**src/sv/fdd_pkg.sv**
```systemverilog
// ----------------------------------------------------------------------------
// fdd_pkg
// Shared types and constants for the finite difference derivative block:
// datapath widths, status codes, controller states and the command and
// status structs between controller and datapath.
// ----------------------------------------------------------------------------
package fdd_pkg;

    // field width and internal working widths (sized for fields of 32 bits)
    localparam int MAX_W  = 32;   // width of the sample and result fields
    localparam int MAG_W  = 36;   // differences and their magnitudes
    localparam int MUL_W  = 33;   // multiplier operand width
    localparam int PROD_W = 66;   // multiplier product, divisor width
    localparam int QSTEPS = 43;   // quotient bits produced by the divider
    localparam int Q_W    = 43;   // quotient register width
    localparam int NUM_W  = 108;  // dividend / shifted divisor width
    localparam int VAL_W  = 44;   // signed value before saturation
    localparam int CNT_W  = 6;    // divider step counter

    // quotient magnitude clamp
    localparam logic [Q_W-1:0] BIG_MAG = Q_W'(1) << 40;

    // result status codes
    localparam logic [1:0] ST_OK   = 2'd0;
    localparam logic [1:0] ST_SAT  = 2'd1;
    localparam logic [1:0] ST_ZDIV = 2'd2;
    localparam logic [1:0] ST_FEW  = 2'd3;

    // controller states
    typedef enum logic [3:0] {
        S_IDLE,
        S_DECIDE,
        S_PREP,
        S_MUL,
        S_DSTART,
        S_DWAIT,
        S_COMMIT,
        S_HWRITE,
        S_EMIT_END,
        S_EMIT_H0,
        S_EMIT_H1,
        S_SHORT,
        S_FINISH
    } state_t;

    // which quotient the datapath is working on
    typedef enum logic [1:0] {
        OP_INT_D1,
        OP_INT_D2,
        OP_EXT_D1,
        OP_EXT_D2
    } op_t;

    // where a result transfer takes its fields from
    typedef enum logic [1:0] {
        SRC_SHORT,
        SRC_H0,
        SRC_H1,
        SRC_END
    } src_t;

    // job being sequenced: interior point, first end, final end
    typedef enum logic [1:0] {
        PH_INT,
        PH_END0,
        PH_END1
    } phase_t;

    typedef struct packed {
        logic       accept;
        logic       hist_shift;
        logic       prep;
        op_t        op;
        logic       end_sel;
        logic       mul;
        logic       div_start;
        logic       commit;
        logic       hist_write;
        logic       emit;
        src_t       emit_src;
        logic [1:0] emit_idx;
        logic       emit_last;
        logic       finish;
    } cmd_t;

    typedef struct packed {
        logic [2:0] count;
        logic       last_in;
        logic       div_done;
        logic       out_free;
    } stat_t;

    function automatic logic [MAG_W-1:0] mag(input logic signed [MAG_W-1:0] v);
        return v[MAG_W-1] ? MAG_W'(-v) : MAG_W'(v);
    endfunction

    function automatic logic [1:0] max_st(input logic [1:0] a, input logic [1:0] b);
        return (a > b) ? a : b;
    endfunction

endpackage

```
**src/sv/fdd_ctrl.sv**
```systemverilog
// ----------------------------------------------------------------------------
// fdd_ctrl
// Sequencer: takes one point, runs the quotient jobs for the interior point
// and the end points, and orders the result transfers.
// ----------------------------------------------------------------------------
module fdd_ctrl (
    input  logic           clk,
    input  logic           rst_n,
    input  logic           in_valid,
    output logic           in_ready,
    input  fdd_pkg::stat_t stat,
    output fdd_pkg::cmd_t  cmd
);
    import fdd_pkg::*;

    state_t     state_reg, state_next;
    phase_t     phase_reg, phase_next;
    logic       d2_reg, d2_next;
    logic [1:0] idx_reg, idx_next;

    // next state and commands
    always_comb
    begin
        state_next = state_reg;
        phase_next = phase_reg;
        d2_next    = d2_reg;
        idx_next   = idx_reg;
        in_ready   = 1'b0;
        cmd        = '0;
        if (phase_reg == PH_INT)
        begin
            cmd.op = d2_reg ? OP_INT_D2 : OP_INT_D1;
        end
        else
        begin
            cmd.op = d2_reg ? OP_EXT_D2 : OP_EXT_D1;
        end
        cmd.end_sel  = (phase_reg == PH_END1);
        cmd.emit_idx = idx_reg;
        case (state_reg)
            S_IDLE:
            begin
                in_ready = 1'b1;
                if (in_valid)
                begin
                    cmd.accept = 1'b1;
                    idx_next   = '0;
                    phase_next = PH_INT;
                    d2_next    = 1'b0;
                    state_next = S_DECIDE;
                end
            end
            S_DECIDE:
            begin
                if (stat.count < 3'd2)
                begin
                    state_next = stat.last_in ? S_SHORT : S_FINISH;
                end
                else
                begin
                    cmd.hist_shift = (stat.count == 3'd4);
                    state_next     = S_PREP;
                end
            end
            S_PREP:
            begin
                cmd.prep   = 1'b1;
                state_next = S_MUL;
            end
            S_MUL:
            begin
                cmd.mul    = 1'b1;
                state_next = S_DSTART;
            end
            S_DSTART:
            begin
                cmd.div_start = 1'b1;
                state_next    = S_DWAIT;
            end
            S_DWAIT:
            begin
                if (stat.div_done)
                begin
                    state_next = S_COMMIT;
                end
            end
            S_COMMIT:
            begin
                cmd.commit = 1'b1;
                if (!d2_reg)
                begin
                    d2_next    = 1'b1;
                    state_next = S_PREP;
                end
                else if (phase_reg == PH_INT)
                begin
                    state_next = S_HWRITE;
                end
                else
                begin
                    state_next = S_EMIT_END;
                end
            end
            S_HWRITE:
            begin
                cmd.hist_write = 1'b1;
                if (stat.count == 3'd2)
                begin
                    state_next = stat.last_in ? S_SHORT : S_FINISH;
                end
                else if (stat.count == 3'd3)
                begin
                    phase_next = PH_END0;
                    d2_next    = 1'b0;
                    state_next = S_PREP;
                end
                else
                begin
                    state_next = S_EMIT_H1;
                end
            end
            S_EMIT_END:
            begin
                cmd.emit_src  = SRC_END;
                cmd.emit_last = (phase_reg == PH_END1);
                if (stat.out_free)
                begin
                    cmd.emit   = 1'b1;
                    state_next = (phase_reg == PH_END0) ? S_EMIT_H0 : S_FINISH;
                end
            end
            S_EMIT_H0:
            begin
                cmd.emit_src = SRC_H0;
                if (stat.out_free)
                begin
                    cmd.emit   = 1'b1;
                    state_next = S_EMIT_H1;
                end
            end
            S_EMIT_H1:
            begin
                cmd.emit_src = SRC_H1;
                if (stat.out_free)
                begin
                    cmd.emit = 1'b1;
                    if (stat.last_in)
                    begin
                        phase_next = PH_END1;
                        d2_next    = 1'b0;
                        state_next = S_PREP;
                    end
                    else
                    begin
                        state_next = S_FINISH;
                    end
                end
            end
            S_SHORT:
            begin
                cmd.emit_src  = SRC_SHORT;
                cmd.emit_last = (idx_reg == stat.count[1:0]);
                if (stat.out_free)
                begin
                    cmd.emit = 1'b1;
                    if (idx_reg == stat.count[1:0])
                    begin
                        state_next = S_FINISH;
                    end
                    else
                    begin
                        idx_next = idx_reg + 2'd1;
                    end
                end
            end
            S_FINISH:
            begin
                cmd.finish = 1'b1;
                state_next = S_IDLE;
            end
            default:
            begin
                state_next = S_IDLE;
            end
        endcase
    end

    // state registers
    always_ff @(posedge clk or negedge rst_n)
    begin
        if (!rst_n)
        begin
            state_reg <= S_IDLE;
            phase_reg <= PH_INT;
            d2_reg    <= 1'b0;
            idx_reg   <= '0;
        end
        else
        begin
            state_reg <= state_next;
            phase_reg <= phase_next;
            d2_reg    <= d2_next;
            idx_reg   <= idx_next;
        end
    end

endmodule

```
**config.mk**
```make
export PLATFORM = sky130hd
export DESIGN_NAME = fdd_ctrl
export DESIGN_NICKNAME = d
export VERILOG_FILES = /design/src/sv/fdd_pkg.sv /design/src/sv/fdd_ctrl.sv
export SDC_FILE = /design/constraint.sdc
export NUM_CORES = 1
export LEC_CHECK = 0
export BUFFER_PORTS_ARGS = -buffer_cell sky130_fd_sc_hd__buf_4
export CAP_MARGIN = 30
export CELL_PAD_IN_SITES_DETAIL_PLACEMENT = 1
export CELL_PAD_IN_SITES_GLOBAL_PLACEMENT = 1
export CORE_ASPECT_RATIO = 2
export CORE_UTILIZATION = 30
export CTS_CLUSTER_SIZE = 30
export DETAILED_ROUTE_END_ITERATION = 12
export GPL_TIMING_DRIVEN = 0
export PLACE_DENSITY_LB_ADDON = 0.1
export REMOVE_ABC_BUFFERS = 1
export SKIP_CTS_REPAIR_TIMING = 1
export SLEW_MARGIN = 5
export SYNTH_ARGS = -nofsm -noshare
export SYNTH_HDL_FRONTEND = slang
export SYNTH_SLANG_ARGS = --single-unit
```
**constraint.sdc**
```tcl
create_clock -name clk -period 1.9 [get_ports clk]
set_input_delay 0.38 -clock clk [delete_from_list [all_inputs] [get_ports clk]]
set_output_delay 0.38 -clock clk [all_outputs]
set_load 0.005 [all_outputs]
```
==> results of run 1 <==
## Yosys cell counts, types with 3 or more instances
library cell	count
inv_1	3
dfrtp_1	9
nor2_1	9
o211ai_1	3
a21oi_1	9
buf_4	4
clkbuf_8	3
nand2_1	6
nor4b_1	4
or3_1	3
nand2b_1	5
buf_6	4
nor3_1	7
## cell type report
class	instances	area share, %
timing repair buffer	31	19.0
sequential	9	18.4
inverter	3	0.864
clock buffer	4	3.45
multi-input combinational	101	55.2
tap	32	3.07
## routing by layer
metal	vias to the layer above	share of wire, %	global-route usage (%)
li1	517	-	-
met4	0	0.63	4.13
met3	2	3.1	1.26
met5	-	0	0
met2	32	54	32.4
met1	552	42	25.6
## through the flow
stage          area (sq um)  setup slack (ns)  power (mW)  setup TNS [ns]  util (%)
2_1_floorplan           935             0.177        1.08               0         -
3_3_place_gp           1170            -0.180        1.48          -0.485      34.6
3_5_place_dp           1170            -0.236        1.51          -0.929      34.6
4_1_cts                1210            -0.336        1.73           -3.41      36.0
5_1_grt                1300           -0.0212        2.01         -0.0212      38.6
6_report               1300            0.0569        1.86               0      38.6
## cell families (layout without fill, tap and decap cells)
kind of cell | Yosys count | count (layout) | synth area share [%]
simple gates | 59 | 59 | 35.8
compound gates | 37 | 37 | 25.6
buf+inv | 15 | 38 | 12.6
flops | 9 | 9 | 21.3
mux | 3 | 3 | 3.08
xor+xnor | 2 | 2 | 1.66
## worst max-delay path: stages (launching register included)
cell and delay (ns):
dfrtp_4 0.54, buf_12 0.15, and4b_1 0.38, buf_4 0.16
## how the worst max path moves through the flow
| stage | from | end | slack (ns) | cells after the start |
|---|---|---|---|---|
| CTS | state_reg[1]$_DFFE_PN0P_ | cmd[14] | -0.34 | 3 |
| global route | idx_reg[1]$_DFFE_PN0P_ | cmd[1] | -0.02 | 4 |
| floorplan | state_reg[1]$_DFFE_PN0P_ | state_reg[0]$_DFFE_PN0P_ | 0.18 | 4 |
| global placement | state_reg[1]$_DFFE_PN0P_ | state_reg[3]$_DFFE_PN0P_ | -0.18 | 4 |
| detailed placement | state_reg[1]$_DFFE_PN0P_ | state_reg[0]$_DFFE_PN0P_ | -0.24 | 4 |
| finish | state_reg[3]$_DFFE_PN0P_ | cmd[7] | 0.06 | 3 |
## power breakdown
part,switching (mW),total (mW),internal (mW)
combinational,0.509,1.07,0.559
sequential,0.273,0.564,0.291
clock,0.0795,0.226,0.147
==> flow_summary.ini, run 1 <==
[grt]
gr-total-overflow = 0
grt_pass1_wl_um = 5390
antenna_found_initial = 0
grt_max_degree = 29
grt_pass1_vias = 995
track_usage_pct = 19.0

[finish]
largest_reg_flops = 4
final_cell_mix = buf_4, nor2_1, a21oi_1, nor3_1, nand2_1
final_common_cell = buf_4
multi_input_area_sq_um = 719
drive_gt1_share_pct = 33.8
stdcell_count = 180
area_growth_pct = 23.5
ff_latch_area_sq_um = 240
fin_nets = 158
fillCellCount = 431
antenna_cells = 0

[clock_network]
clk_pin_slew_ns = 0.05
ctsLongestPathBuffers = 2
clock_sinks = 9
cts_tree = done
cts-buffers-inserted = 3
worst_skew_pair.late_latency_ns = 0.23
cts.htree.levels = 1
clk_root_buffer_cell = clkbuf_8

[drt]
via_per_inst = 6.13
postRouteAntennaNets = 0
vias = 1103
drc_errors = 0
drt-wirelength-per-cell_um = 19.5
dr.pass1.iters = 6
drt_iter0_drc = 12
wl_um = 3510

[placed_design]
gp_congestion = 0.732
dp_cells = 171
dp_hpwl_um = 2400
portBuffers = 26

[flow_run]
max-cap-violations = 0

[power_and_ir_drop]
ir_drop_mv = 0.529
pwr_density_cell_nw_per_um2 = 1430
p_leak_nw = 0.549

[worst_setup_path]
r2r-end = state_reg[0]$_DFFE_PN0P_
rr_startpoint = state_reg[1]$_DFFE_PN0P_
cp-end-kind = primary output
cp_max_fo = 10
crit_path_start_kind = register
critical_path_required_ns = 1.52
rr_worst_depth = 4
path_class = register to primary output
arrival_ns = 1.46
rrSetupSlack_ns = 0.09

[sta]
finalCriticalPeriod_ns = 1.84
max_slew.worst_pin.slew_ns = 0.519
finalSetupViolCount = 0
drv_slew = 0
slew_headroom_pct = 64.9
hold_viol = 0
fmax_mhz = 543
period_share_pct = 97.0
finalClockSkew_ns = 0.00261
fin_hold_ws_ns = 0.517

[synthesis]
syn-instance-count = 125
synth_top_area_share_pct = 21.3
synth_cell_types = 55
yosysTopAreaCell = dfrtp_1
synthTopCellsByArea = dfrtp_1, a21oi_1, buf_6
synth-edff-count = 0
ys_seq_area_share_pct = 21.3
avgSynthCellArea_sq_um = 8.45
netlist_area_sq_um = 1060
yosysWarnings = 0
synth_seq_cells = 9
async_flop_share_pct = 100
ys.flop_type = dfrtp_1

[floorplan]
dieArea_sq_um = 3780
floorplan.initialDensity_pct = 31.3
die_width_um = 44.0
core_sq_um = 3380
num_io_pins = 27
rows = 30
fp.dieH_um = 85.9

[worst_hold_path]
holdCritPathClass = input pin to async pin

[run_status]
outcome = finished, final reports clean
Power figures use the tool's default switching activity.
==> run 2, diff against run 1 <==
CORE_MARGIN = 1.5   (was unset)
SLEW_MARGIN = 40   (was 5)
==> flow_summary.ini, run 2 (synthesis gave the netlist of run 1 again) <==
[run_status]
outcome = finished, final reports clean

[clock_network]
ctsLongestPathBuffers = 2
clk_pin_slew_ns = 0.05
cts-buffers-inserted = 3
cts.htree.levels = 1
clk_root_buffer_cell = clkbuf_8
worst_skew_pair.late_latency_ns = 0.23
cts_tree = done
clock_sinks = 9

[finish]
final_cell_mix = buf_4, nor2_1, a21oi_1, nor3_1, nand2_1
final_util_pct = 38.0
largest_reg_flops = 4
fillCellCount = 430
area_growth_pct = 21.6
fin_nets = 156
antenna_cells = 0
final_common_cell = buf_4
stdcell_count = 178
drive_gt1_share_pct = 33.6

[drt]
drt-wirelength-per-cell_um = 18.9
postRouteAntennaNets = 0
vias = 1084
dr.pass1.iters = 4
drc_errors = 0
via_per_inst = 6.09
drt_iter0_drc = 19
wl_um = 3370

[worst_setup_path]
rr_worst_depth = 4
critical_path_required_ns = 1.52
path_buf_inv = 1
slowest_stage = dfrtp_4
r2r-end = state_reg[0]$_DFFE_PN0P_
cp-end-kind = primary output
crit_path_start_kind = register
path_cells = or2_4 -> nor3_2 -> and2_1 -> buf_4
rr_startpoint = state_reg[1]$_DFFE_PN0P_
cp_top_family = simple AND/OR/NAND/NOR gates
cp_max_fo = 13
rrSetupSlack_ns = 0.11
arrival_ns = 1.45
path_class = register to primary output
crit_path_max_incr_delay_ns = 0.55

[flow_run]
max-cap-violations = 0

[power_and_ir_drop]
clkPwrFrac_pct = 12.3
power_frac_seq_pct = 31.2
pwr_density_cell_nw_per_um2 = 1420
switching_share_pct = 46.5
p_sw_mw = 0.845
p_int_mw = 0.972
pwr-share-comb_pct = 56.6
ir_drop_mv = 0.754
p_leak_nw = 0.540

[grt]
antenna_found_initial = 0
track_usage_pct = 17.2
grt_max_degree = 29
grt_pass1_wl_um = 5070
gr-total-overflow = 0
grt_pass1_vias = 1018

[sta]
hold_viol = 0
fin_hold_ws_ns = 0.518
finalClockSkew_ns = 0.000583
fmax_mhz = 545
slew_headroom_pct = 65.6
finalCriticalPeriod_ns = 1.83
max_slew.worst_pin.slew_ns = 0.509
rsz0062_at_grt = false
finalSetupViolCount = 0
period_share_pct = 96.5
drv_slew = 0

[floorplan]
dieArea_sq_um = 3910
die_width_um = 45.0
fp.dieH_um = 86.9
floorplan.initialDensity_pct = 31.3
rows = 30
core_sq_um = 3380
num_io_pins = 27

[placed_design]
portBuffers = 26
gp_congestion = 0.731
dp_hpwl_um = 2380
dp_cells = 171

[worst_hold_path]
holdCritPathClass = input pin to async pin
-- run 2: power groups by stage --
| stage | logic, mW | registers (mW) | clock network (mW) |
|---|---|---|---|
| global placement | 0.916 | 0.558 | 0 |
| detailed placement | 0.936 | 0.561 | 0 |
| global route | 1.13 | 0.599 | 0.242 |
| finish | 1.03 | 0.566 | 0.223 |
| floorplan | 0.618 | 0.466 | 0 |
| CTS | 0.941 | 0.557 | 0.226 |
-- run 2: area by class of cell --
cell class	instances	area, sq um	area share [%]
clock buffer	4	45.0	3.51
inverter	3	11.3	0.877
multi-input combinational	101	727	56.6
sequential	9	240	18.7
tap	32	40.0	3.12
timing repair buffer	29	220	17.2
-- run 2: worst max-delay path by stage --
stage	startpoint	endpoint	slack, ns	cells after the start
global route	state_reg[1]$_DFFE_PN0P_	cmd[15]	0.004	3
floorplan	state_reg[1]$_DFFE_PN0P_	state_reg[0]$_DFFE_PN0P_	0.18	4
finish	state_reg[3]$_DFFE_PN0P_	cmd[16]	0.07	4
global placement	state_reg[1]$_DFFE_PN0P_	state_reg[3]$_DFFE_PN0P_	-0.18	4
CTS	state_reg[1]$_DFFE_PN0P_	cmd[14]	-0.27	3
detailed placement	state_reg[1]$_DFFE_PN0P_	state_reg[0]$_DFFE_PN0P_	-0.22	4
-- run 2: stage by stage --
step	area [sq um]	setup TNS, ns	power, mW	setup slack [ns]
6_report	1280	0	1.82	0.0666
5_1_grt	1280	0	1.97	0.00363
3_5_place_dp	1170	-0.704	1.50	-0.215
2_1_floorplan	935	0	1.08	0.177
4_1_cts	1210	-2.82	1.72	-0.268
3_3_place_gp	1170	-0.479	1.47	-0.177
-- run 2: metal layers --
layer / part of all wire [%] / global-route usage [%]
met1: 40 / 21.6
met4: 2.1 / 5.08
met5: 0 / 0
met3: 2.8 / 1.87
met2: 55 / 29.7
==> run 3, diff against run 2 <==
ABC_AREA = 1   (was unset)
==> flow_summary.ini, run 3 <==
[worst_setup_path]
crit_path_start = state_reg[2]$_DFFE_PN0P_
rr_startpoint = state_reg[0]$_DFFE_PN0P_
crit_path_start_kind = register
critical_path_required_ns = 1.52
rr_worst_depth = 8
rrSetupSlack_ns = 0.43
endpoint = cmd[1]
cp_max_fo = 6
arrival_ns = 1.45
r2r-end = d2_reg$_DFFE_PN0P_
cp-end-kind = primary output
path_class = register to primary output

[finish]
final_cell_area_sq_um = 1170
area_growth_pct = 32.2
drive_gt1_share_pct = 21.9
final_common_cell = nand2_1
fin_nets = 202
antenna_cells = 0
final_util_pct = 42.1
final_cell_mix = nand2_1, nor2_1, buf_4, inv_1, dfrtp_1
largest_reg_flops = 4

[grt]
grt_pass1_wl_um = 4730
gr-total-overflow = 0
grt_pass1_vias = 1086
grt_max_degree = 10
antenna_found_initial = 0
track_usage_pct = 21.0

[clock_network]
worst_skew_pair.late_latency_ns = 0.24
clk_root_buffer_cell = clkbuf_8
clock_sinks = 9
ctsLongestPathBuffers = 2
cts-buffers-inserted = 3
cts_tree = done
clk_pin_slew_ns = 0.05
cts.htree.levels = 1

[drt]
vias = 1069
drt-wirelength-per-cell_um = 13.6
via_per_inst = 4.84
drt_iter0_drc = 25
drc_errors = 0
dr.pass1.iters = 4
wl_um = 3010
postRouteAntennaNets = 0

[power_and_ir_drop]
p_int_mw = 0.741
p_sw_mw = 0.757
switching_share_pct = 50.5
p_leak_nw = 0.701
ir_drop_mv = 0.740
pwr-share-comb_pct = 60.8
clkPwrFrac_pct = 15.9
pwr_density_cell_nw_per_um2 = 1280
power_frac_seq_pct = 23.2

[synthesis]
syn-instance-count = 165
avgSynthCellArea_sq_um = 5.35
yosysWarnings = 0
synth-simple-area-share_pct = 52.8
synth_top_cells_by_count = nand2_1, nor2_1, inv_1
synth_top_area_share_pct = 31.1
synth_cell_types = 21
yosysTopAreaCell = nand2_1
async_flop_share_pct = 100
synth_top_family_by_area = simple AND/OR/NAND/NOR gates
synth-compound-area-share_pct = 5.82
synth-edff-count = 0
synth_seq_cells = 9
synthTopCellsByArea = nand2_1, dfrtp_1, nor2_1
synth_xor_area_share_pct = 2.98
ys_seq_area_share_pct = 25.5
netlist_area_sq_um = 882
synth.area.mux_share_pct = 0
synth-adder-area-share_pct = 0
ys.flop_type = dfrtp_1
synth.most_common_cell = nand2_1

[floorplan]
fp.dieH_um = 79.7
core_sq_um = 2770
rows = 27
dieArea_sq_um = 3290
floorplan.initialDensity_pct = 31.8
die_width_um = 41.3
num_io_pins = 27

[flow_run]
max-cap-violations = 0

[sta]
finalCriticalPeriod_ns = 1.83
drv_slew = 0
period_share_pct = 96.2
fmax_mhz = 547
finalSetupViolCount = 0
worst_slack_ns = 0.0726
finalClockSkew_ns = 0.00299
slew_headroom_pct = 79.3
max_slew.worst_pin.slew_ns = 0.309
hold_viol = 0

[placed_design]
postPlaceCellArea_sq_um = 1090
dpl_worst_slack_ns = 0.212
gp_congestion = 0.812
portBuffers = 26
dp_hpwl_um = 2560

[run_status]
outcome = finished, final reports clean

[worst_hold_path]
holdCritPathClass = input pin to register
[run 3: per-layer routing]
metal / GRT usage [%] / part of all wire (%) / up-vias / wire length (um)
met3: 3.34 / 3.2 / 5 / 96
met2: 40.2 / 59 / 17 / 1770
met1: 19.9 / 37 / 504 / 1100
li1: - / - / 543 / -
met4: 6.77 / 1.2 / 0 / 36
met5: 0 / 0 / - / 0
[run 3: how the worst min path moves through the flow]
stage / startpoint / end / slack (ns) / cells past startpoint
2_1_floorplan: rst_n / d2_reg$_DFFE_PN0P_ / 0.08 / 0
3_3_place_gp: rst_n / idx_reg[0]$_DFFE_PN0P_ / 0.21 / 1
3_5_place_dp: rst_n / idx_reg[1]$_DFFE_PN0P_ / 0.22 / 1
4_1_cts: rst_n / idx_reg[1]$_DFFE_PN0P_ / -0.03 / 1
5_1_grt: stat[5] / phase_reg[0]$_DFFE_PN0P_ / 0.49 / 4
6_report: stat[5] / phase_reg[0]$_DFFE_PN0P_ / 0.45 / 4
[run 3: cell type report]
cell class,instances,area (sq um)
clock buffers,4,45.0
fillers,405,1600
inverters,23,86.3
multi-input cells,129,564
flip-flops and latches,9,229
well taps,29,36.3
repair buffers,27,205
[run 3: power by group through the flow]
stage / combinational [mW] / clock, mW / sequential, mW
final: 0.911 / 0.238 / 0.348
after global routing: 1.04 / 0.246 / 0.363
after CTS: 0.889 / 0.234 / 0.335
after detailed placement: 0.884 / 0 / 0.338
after global placement: 0.864 / 0 / 0.335
after floorplan: 0.557 / 0 / 0.321
[run 3: critical path, stage by stage (launching register included)]
cell and delay (ns):
dfrtp_1 0.41, inv_2 0.10, nand2_2 0.13, nor2_4 0.17
inv_1 0.09, o32ai_1 0.14, buf_4 0.16
[run 3: logic make-up after synthesis]
family	count (synthesis)
AOI/OAI and AO/OA	9
and+or+nand+nor	117
buffers and inverters	27
xor gates and xnor gates	3
DFF	9
[run 3: stage by stage]
step	hold WS (ns)	power, mW	cells	TNS [ns]
floorplan	0.0844	0.877	161	0
global placement	0.214	1.20	216	0
detailed placement	0.218	1.22	216	0
CTS	-0.0332	1.46	220	-0.0686
global route	0.488	1.65	221	-0.0126
finish	0.452	1.50	221	0
